==> config.mk <==
export PLATFORM = sky130hd
export DESIGN_NAME = crc8_command_transaction_retry
export DESIGN_NICKNAME = d
export VERILOG_FILES = /design/src/rtl/crc8cmd_pkg.sv /design/src/rtl/crc8cmd_crc.sv /design/src/rtl/crc8_command_transaction_retry.sv
export SDC_FILE = /design/constraint.sdc
export NUM_CORES = 1
export LEC_CHECK = 0
export ABC_AREA = 1
export CAP_MARGIN = 20
export CORE_UTILIZATION = 45
export DETAILED_ROUTE_END_ITERATION = 8
export DONT_BUFFER_PORTS = 1
export GPL_TIMING_DRIVEN = 0
export SYNTH_ARGS = -nofsm -noshare
export SYNTH_HDL_FRONTEND = slang
export SYNTH_SLANG_ARGS = --single-unit
==> constraint.sdc <==
create_clock -name clk_i -period 3.45 [get_ports clk_i]
set_clock_uncertainty 0.2 [all_clocks]
set_input_delay 0.1725 -clock clk_i [delete_from_list [all_inputs] [get_ports clk_i]]
set_output_delay 0.1725 -clock clk_i [all_outputs]
set_load 0.02 [all_outputs]
==> src/rtl/crc8cmd_pkg.sv <==
`timescale 1ns / 1ps

package crc8cmd_pkg;

  // Frame buffer geometry.
  localparam int unsigned FRAME_DEPTH = 16;
  localparam int unsigned FRAME_AW    = $clog2(FRAME_DEPTH);
  localparam int unsigned FRAME_LW    = $clog2(FRAME_DEPTH + 1);

  // Reply and retry limits.
  localparam int unsigned REPLY_MAX    = 64;
  localparam int unsigned REPLY_W      = $clog2(REPLY_MAX + 1);
  localparam int unsigned MAX_ATTEMPTS = 3;
  localparam int unsigned ATTEMPT_W    = 2;
  localparam int unsigned WIN_W        = $clog2(2 * (REPLY_MAX / 8 + 1) + 1);

  // CRC-8, MSB first, initial value zero.
  localparam logic [7:0] CRC_POLY = 8'h07;

  // Stream widths.
  localparam int unsigned IN_DATA_W  = 16;
  localparam int unsigned OUT_DATA_W = 24;

  typedef enum logic [1:0] {
    IK_LOAD  = 2'd0,
    IK_START = 2'd1,
    IK_REPLY = 2'd2,
    IK_TICK  = 2'd3
  } in_kind_e;

  typedef enum logic [1:0] {
    OK_TX     = 2'd0,
    OK_REPLY  = 2'd1,
    OK_STATUS = 2'd2
  } out_kind_e;

  typedef enum logic [1:0] {
    ST_IDLE,
    ST_FETCH,
    ST_LOAD,
    ST_CRCOUT
  } state_e;

  typedef struct packed {
    logic       clear;
    logic       load;
    logic [7:0] data;
  } crc_ctrl_t;

  typedef struct packed {
    logic [6:0] count;
    logic       success;
    logic [1:0] attempt;
    logic [5:0] index;
    logic [7:0] data;
  } out_payload_t;

endpackage

==> src/rtl/crc8cmd_crc.sv <==
`timescale 1ns / 1ps

module crc8cmd_crc (
  input  logic                   clk_i,
  input  logic                   rst_ni,
  input  crc8cmd_pkg::crc_ctrl_t ctrl_i,
  output logic                   busy_o,
  output logic [7:0]             crc_o
);
  import crc8cmd_pkg::*;

  localparam int unsigned CNT_W = $clog2(8 + 1);

  logic [7:0]       crc_q, crc_d;
  logic [CNT_W-1:0] cnt_q, cnt_d;

  // One bit of the register is shifted through the polynomial per cycle.
  always_comb begin
    crc_d = crc_q;
    cnt_d = cnt_q;
    if (ctrl_i.clear) begin
      crc_d = '0;
      cnt_d = '0;
    end else if (ctrl_i.load) begin
      crc_d = crc_q ^ ctrl_i.data;
      cnt_d = CNT_W'(8);
    end else if (cnt_q != '0) begin
      crc_d = {crc_q[6:0], 1'b0} ^ (crc_q[7] ? CRC_POLY : 8'h00);
      cnt_d = cnt_q - CNT_W'(1);
    end
  end

  always_ff @(posedge clk_i or negedge rst_ni) begin
    if (!rst_ni) begin
      crc_q <= '0;
      cnt_q <= '0;
    end else begin
      crc_q <= crc_d;
      cnt_q <= cnt_d;
    end
  end

  assign busy_o = (cnt_q != '0);
  assign crc_o  = crc_q;

endmodule

==> src/rtl/crc8_command_transaction_retry.sv <==
`timescale 1ns / 1ps

// Framed command engine with CRC-8 and retry.
// Input stream: tuser carries the item kind (load frame byte, start, reply
// byte, millisecond tick), tlast marks the final frame byte, and tdata carries
// the byte, the write request and the expected reply length. Output stream:
// tuser carries the result kind (transmitted byte, accepted reply byte,
// status), tlast marks the final result caused by one input transfer.
// A reply byte or a status appears in the output register on the next cycle.
// A start transfer, and a retry raised by the tick that closes a window,
// sends the frame from a 16-entry buffer with a registered read port. The
// bit-serial CRC unit must finish one byte before the next is loaded, and a
// write frame ends with its CRC byte. No input transfer is taken while the
// frame is being sent.
// Reset clears all control state: idle, empty frame, no transaction open.
// Buffer contents are not reset; only bytes loaded into the current frame
// are ever sent. When the receiver stalls, the result holds in the output
// register and the engine waits; one new input transfer may be taken while a
// result waits, provided the receiver takes that result in the same cycle.

module crc8_command_transaction_retry (
  input  logic                               clk_i,
  input  logic                               rst_ni,
  // Fields from bit 0 up: byte_value[7:0], write_request[8], reply_length[15:9].
  input  logic [crc8cmd_pkg::IN_DATA_W-1:0]  s_axis_tdata,
  // Fields: kind[1:0].
  input  logic [1:0]                         s_axis_tuser,
  input  logic                               s_axis_tlast,
  input  logic                               s_axis_tvalid,
  output logic                               s_axis_tready,
  // Fields from bit 0 up: out_byte[7:0], reply_index[13:8], attempt[15:14],
  // success[16], received_count[23:17].
  output logic [crc8cmd_pkg::OUT_DATA_W-1:0] m_axis_tdata,
  // Fields: out_kind[1:0].
  output logic [1:0]                         m_axis_tuser,
  output logic                               m_axis_tlast,
  output logic                               m_axis_tvalid,
  input  logic                               m_axis_tready
);
  import crc8cmd_pkg::*;

  // Transaction and frame state.
  state_e                state_q, state_d;
  logic [FRAME_LW-1:0]   flen_q, flen_d;
  logic                  closed_q, closed_d;
  logic                  wr_q, wr_d;
  logic [REPLY_W-1:0]    target_q, target_d;
  logic [ATTEMPT_W-1:0]  attempt_q, attempt_d;
  logic [WIN_W-1:0]      win_q, win_d;
  logic [REPLY_W-1:0]    recv_q, recv_d;
  logic                  busy_q, busy_d;
  logic [FRAME_AW-1:0]   idx_q, idx_d;

  // Frame buffer with one write and one registered read port.
  logic [7:0]            frame_mem [FRAME_DEPTH];
  logic [7:0]            rd_q;

  // Output register.
  logic                  out_valid_q, out_valid_d;
  out_kind_e             out_kind_q, out_kind_d;
  logic                  out_last_q, out_last_d;
  out_payload_t          out_pl_q, out_pl_d;

  // Input fields.
  in_kind_e              in_kind;
  logic [7:0]            in_byte;
  logic                  in_wr;
  logic [6:0]            in_rlen;

  // Decoded events.
  logic                  out_free, in_acc;
  logic                  do_load, do_start, do_reply, do_tick;
  logic                  win_end, do_retry, do_status, send_go;
  logic                  ld_fire, crc_fire, idx_last;
  logic [WIN_W-1:0]      win_dec;
  logic [FRAME_LW-1:0]   load_base;
  logic [7:0]            tx_byte;

  crc_ctrl_t             crc_ctrl;
  logic                  crc_busy;
  logic [7:0]            crc_val;

  assign in_kind = in_kind_e'(s_axis_tuser);
  assign in_byte = s_axis_tdata[7:0];
  assign in_wr   = s_axis_tdata[8];
  assign in_rlen = s_axis_tdata[15:9];

  assign out_free      = !out_valid_q || m_axis_tready;
  assign s_axis_tready = (state_q == ST_IDLE) && out_free;
  assign in_acc        = s_axis_tvalid && s_axis_tready;

  // The first frame byte of a write carries the write flag in its LSB.
  assign tx_byte  = rd_q | {7'd0, (idx_q == '0) && wr_q};
  assign idx_last = ({1'b0, idx_q} == (flen_q - FRAME_LW'(1)));

  // Event decode and register updates.
  always_comb begin
    do_load   = in_acc && (in_kind == IK_LOAD) && !busy_q;
    do_start  = in_acc && (in_kind == IK_START) && !busy_q && (flen_q != '0);
    do_reply  = in_acc && (in_kind == IK_REPLY) && busy_q && (recv_q < target_q);
    do_tick   = in_acc && (in_kind == IK_TICK) && busy_q;
    win_dec   = (win_q != '0) ? win_q - WIN_W'(1) : '0;
    win_end   = do_tick && (win_dec == '0);
    do_retry  = win_end && (recv_q != target_q) && (attempt_q < ATTEMPT_W'(MAX_ATTEMPTS));
    do_status = win_end && !do_retry;
    send_go   = do_start || do_retry;
    ld_fire   = (state_q == ST_LOAD) && out_free && !crc_busy;
    crc_fire  = (state_q == ST_CRCOUT) && out_free && !crc_busy;
    load_base = closed_q ? '0 : flen_q;

    flen_d    = flen_q;
    closed_d  = closed_q;
    wr_d      = wr_q;
    target_d  = target_q;
    attempt_d = attempt_q;
    win_d     = win_q;
    recv_d    = recv_q;
    busy_d    = busy_q;
    idx_d     = idx_q;

    if (do_load) begin
      flen_d   = load_base + FRAME_LW'(load_base < FRAME_LW'(FRAME_DEPTH));
      closed_d = s_axis_tlast;
    end

    if (do_start) begin
      wr_d      = in_wr;
      target_d  = (in_rlen > 7'(REPLY_MAX)) ? REPLY_W'(REPLY_MAX) : REPLY_W'(in_rlen);
      attempt_d = ATTEMPT_W'(1);
      busy_d    = 1'b1;
    end else if (do_retry) begin
      attempt_d = attempt_q + ATTEMPT_W'(1);
    end

    if (do_tick) begin
      win_d = win_dec;
    end
    if (do_reply) begin
      recv_d = recv_q + REPLY_W'(1);
    end
    if (do_status) begin
      busy_d = 1'b0;
    end

    // Each attempt reopens the window and restarts the reply count.
    if (send_go) begin
      win_d  = WIN_W'(((target_d >> 3) + REPLY_W'(1)) << 1);
      recv_d = '0;
      idx_d  = '0;
    end else if (ld_fire && !idx_last) begin
      idx_d = idx_q + FRAME_AW'(1);
    end

    crc_ctrl.clear = send_go;
    crc_ctrl.load  = ld_fire;
    crc_ctrl.data  = tx_byte;

    out_valid_d = out_valid_q && !m_axis_tready;
    out_kind_d  = out_kind_q;
    out_last_d  = out_last_q;
    out_pl_d    = out_pl_q;
    if (ld_fire || crc_fire || do_reply || do_status) begin
      out_valid_d      = 1'b1;
      out_pl_d         = '0;
      out_pl_d.attempt = attempt_d;
      out_last_d       = 1'b1;
      if (ld_fire) begin
        out_kind_d    = OK_TX;
        out_pl_d.data = tx_byte;
        out_last_d    = idx_last && !wr_q;
      end else if (crc_fire) begin
        out_kind_d    = OK_TX;
        out_pl_d.data = crc_val;
      end else if (do_reply) begin
        out_kind_d     = OK_REPLY;
        out_pl_d.data  = in_byte;
        out_pl_d.index = recv_q[5:0];
      end else begin
        out_kind_d       = OK_STATUS;
        out_pl_d.success = (recv_q == target_q);
        out_pl_d.count   = 7'(recv_q);
      end
    end
  end

  // Next state.
  always_comb begin
    state_d = state_q;
    case (state_q)
      ST_IDLE: begin
        if (send_go) state_d = ST_FETCH;
      end
      ST_FETCH: begin
        state_d = ST_LOAD;
      end
      ST_LOAD: begin
        if (ld_fire) begin
          if (!idx_last)  state_d = ST_FETCH;
          else if (wr_q)  state_d = ST_CRCOUT;
          else            state_d = ST_IDLE;
        end
      end
      ST_CRCOUT: begin
        if (crc_fire) state_d = ST_IDLE;
      end
      default: begin
        state_d = ST_IDLE;
      end
    endcase
  end

  always_ff @(posedge clk_i or negedge rst_ni) begin
    if (!rst_ni) begin
      state_q     <= ST_IDLE;
      flen_q      <= '0;
      closed_q    <= 1'b0;
      wr_q        <= 1'b0;
      target_q    <= '0;
      attempt_q   <= '0;
      win_q       <= '0;
      recv_q      <= '0;
      busy_q      <= 1'b0;
      idx_q       <= '0;
      out_valid_q <= 1'b0;
    end else begin
      state_q     <= state_d;
      flen_q      <= flen_d;
      closed_q    <= closed_d;
      wr_q        <= wr_d;
      target_q    <= target_d;
      attempt_q   <= attempt_d;
      win_q       <= win_d;
      recv_q      <= recv_d;
      busy_q      <= busy_d;
      idx_q       <= idx_d;
      out_valid_q <= out_valid_d;
    end
  end

  always_ff @(posedge clk_i) begin
    out_kind_q <= out_kind_d;
    out_last_q <= out_last_d;
    out_pl_q   <= out_pl_d;
  end

  always_ff @(posedge clk_i) begin
    if (do_load && (load_base < FRAME_LW'(FRAME_DEPTH))) begin
      frame_mem[load_base[FRAME_AW-1:0]] <= in_byte;
    end
    rd_q <= frame_mem[idx_q];
  end

  crc8cmd_crc u_crc (
    .clk_i  (clk_i),
    .rst_ni (rst_ni),
    .ctrl_i (crc_ctrl),
    .busy_o (crc_busy),
    .crc_o  (crc_val)
  );

  assign m_axis_tvalid = out_valid_q;
  assign m_axis_tuser  = out_kind_q;
  assign m_axis_tlast  = out_last_q;
  assign m_axis_tdata  = out_pl_q;

endmodule

==> results.md <==
* Critical path origin: flen_q[0]$_DFFE_PN0P_
* PD cells at 805 mW/mm²
* Total GRT Usage at 21.3%
* Post-Syn Nets at 914
* DRC viols at 0
* Gr ovfl total at 0
* Most frequent cells after synthesis: edfxtp_1, nand2_1, nor2_1
* Die height at 147 µm
* Gpl congestion at 0.810
* Critical Path AT at 3.25 ns
* Fill count at 1799
* Nets at 981
* Setup violations, final at 0
* Crit path launch type: register
* CTS sink cnt at 211
* Critical Path Slowest Stage Cell: dlygate4sd3_1
* Period utilization at 87.1%
* Synth top area share at 49.4%
* Post-DRT Antenna Nets at 0
* CTS Buf Count at 23
* Antenna violations before repair at 1
* Ys async rst share at 22.7%
* Fin. max-slew vios at 0
* Worst skew pair latency at 0.52 ns
* Worst r2r src: flen_q[0]$_DFFE_PN0P_
* Synth area leaders: edfxtp_1, dfrtp_1, nand2_1, nor2_1, o21ai_0
* EDFF count, synth at 155
* Worst hold path type: primary input to asynchronous set/reset pin
* Crit-path most repeated cell: dlygate4sd3_1
* Synth cell types at 46
* Number of core rows at 52
* Min Tclk post-route at 3.00 ns
* Vias per std cell at 5.28
* Number of H-tree levels at 1
* Layout cells sized above 1 at 8.05%
* Clk slew on worst S/H paths at 0.06 ns
* Drt total wl at 22300 µm
* IO buf count at 0
* Critical path's top delay family: buffers and inverters
* Clock Path Buffers at 3
* # hold bufs at CTS at 41
* Yosys top cell by area: edfxtp_1
* Maxcap violations at 0
* Peak fanout along the critical path at 10
* Most common cell in the netlist: edfxtp_1
* Worst-path cell chain: inv_1, ha_1, nand3_2, nand2_1, nor2_1, buf_6, nand3_1, dlygate4sd3_1, o21ai_0, dlygate4sd3_1
* First-pass GRT wire length at 35300 µm
* Post-CTS Setup Inserts at 0
* Core area at 0.0204 mm²
* Utilization after layout at 53.8%
* Area growth syn-to-layout at 16.2%
* Cts repair resizes at 0
* Avg Cell Area, Syn at 10.8 µm²
* Peak VDD IR at 0.000497 V
* CTS root buf: clkbuf_16
* Placed cells at 1143
* Fin area at 0.0110 mm²
* Vias in the first global route at 6277
* RSZ-0062 raised after global routing: no
* Initial Util at 46.3%
* Outcome: complete, no violations
* Leak Pwr at 4.11 nW
* CP peak stage delay at 0.59 ns
* Critical path buffers and inverters at 4
* Seq cells post-synth at 211
* Synthesized area at 0.00943 mm²
* Count of final hold-check violations at 0
* Register area share after synthesis at 63.8%
* WS Path Type: register to register
* CP required at 3.70 ns
* First DRT Iteration DRCs at 402
* Fin Hold WS at 0.0696 ns
* Routed via count at 6481
* CTS tree: built
* Final HPWL DP at 14800 µm
* Die footprint at 0.0215 mm²
* Worst rel slew slack at 43.7%
* Non-Filler Instances at 1228
* Worst-margin pin slew at 0.842 ns
* Setup tns final at 0 ns
* Largest net degree at the start of global routing at 49
* Initial DRT Pass Iterations at 5
* Number of top-level pins at 52
* Synth warnings at 0
* Chip width at 147 µm
* Cells after synthesis at 873
* Placed cell area at 0.00976 mm²
* Fmax at 333 MHz
* Main flop type after synthesis: edfxtp_1
* CP Capture Type: register
* Drt wl/cell at 18.1 µm
==> cell usage in the layout, fill, tap and decap left out, drive strengths merged, types with 2 or more instances in the layout <==
cell type / count
edfxtp: 155
a21oi: 9
ha: 18
diode: 2
nor3: 8
o221ai: 12
dfxtp: 8
xor2: 19
nand2: 150
o21ai: 97
o22ai: 21
nand3b: 5
clkinv: 10
dfrtp: 48
a211oi: 2
buf: 18
nand4: 6
nor2: 137
inv: 61
or2: 2
a31oi: 2
xnor2: 6
dlygate4sd3: 39
o211ai: 19
clkbuf: 49
nand3: 45
nor4: 5
==> power by group <==
| part | switching (mW) | internal (mW) |
|---|---|---|
| Clock | 0.980 | 1.35 |
| Combinational | 1.93 | 1.03 |
| Sequential | 0.384 | 3.16 |
| Total | 3.29 | 5.53 |
==> per-stage QoR <==
step | total power, mW | setup slack [ns]
2_1_floorplan | 5.57 | 0.883
3_3_place_gp | 6.33 | 0.361
3_5_place_dp | 6.38 | 0.321
4_1_cts | 8.83 | 0.316
5_1_grt | 9.38 | 0.224
6_report | 8.82 | 0.446
==> layer usage <==
| layer | global-route usage, % | wire length [µm] | up-vias |
|---|---|---|---|
| met4 | 7.76 | 731 | 0 |
| met3 | 3.85 | 1260 | 46 |
| met5 | 0 | 0 | - |
| met2 | 33.4 | 10100 | 191 |
| met1 | 29.7 | 10200 | 3055 |
| li1 | - | - | 3189 |
==> logic make-up after synthesis <==
family / after synthesis / share of synthesized area, %
XOR/XNOR: 25 / 2.32
flip-flops: 211 / 63.8
AND/OR/NAND/NOR: 360 / 17.1
buffers and inverters: 96 / 4.33
adder cells (fa/ha/maj): 18 / 2.39
AO/OA/AOI/OAI: 163 / 10.1
==> worst register-to-register path, delay by kind of cell, from the launching register on <==
| kind | cells | cell delay [ns] |
|---|---|---|
| flip-flops | 1 | 0.35 |
| AO/OA/AOI/OAI | 1 | 0.07 |
| buffers and inverters | 4 | 1.46 |
| adder cells (fa/ha/maj) | 1 | 0.27 |
| AND/OR/NAND/NOR | 4 | 0.58 |
==> registers in the layout, summed over array words and instances, names as in the netlist <==
name           count
m_axis_tlast       1
win_q              5
m_axis_tdata      24
rd_q               8
wr_q               1
attempt_q          2
u_crc.cnt_q        4
state_q            2
closed_q           1
recv_q             7
frame_mem        128
target_q           7
m_axis_tvalid      1
idx_q              4
u_crc.crc_o        8
busy_q             1
flen_q             5
m_axis_tuser       2
==> area by class of cell <==
class                           instances  area [µm²]  area share, %
Multi-Input combinational cell        566        3000           27.4
Clock buffer                           30         622           5.68
Sequential cell                       211        6020           54.9
Tap cell                              270         338           3.08
Timing Repair Buffer                   42         473           4.32
Antenna cell                            2        5.00         0.0457
Clock inverter                         11        91.3          0.834
Buffer                                 34         171           1.56
Inverter                               62         236           2.16
==> path summary, 6_finish.rpt <==
check / cells after the start / endpoint / slack, ns
min reg2reg: 2 / flen_q[4]$_DFFE_PN0P_ / 0.29
max: 10 / target_q[1]$_DFFE_PN0N_ / 0.45
max reg2reg: 10 / target_q[1]$_DFFE_PN0N_ / 0.45
min in group clk_i: 11 / win_q[4]$_DFFE_PN0P_ / 0.07
max in group asynchronous: 3 / u_crc.crc_o[1]$_DFFE_PN0P_ / 2.74
min: 3 / win_q[3]$_DFFE_PN0P_ / 0.07
Power figures use the tool's default switching activity.
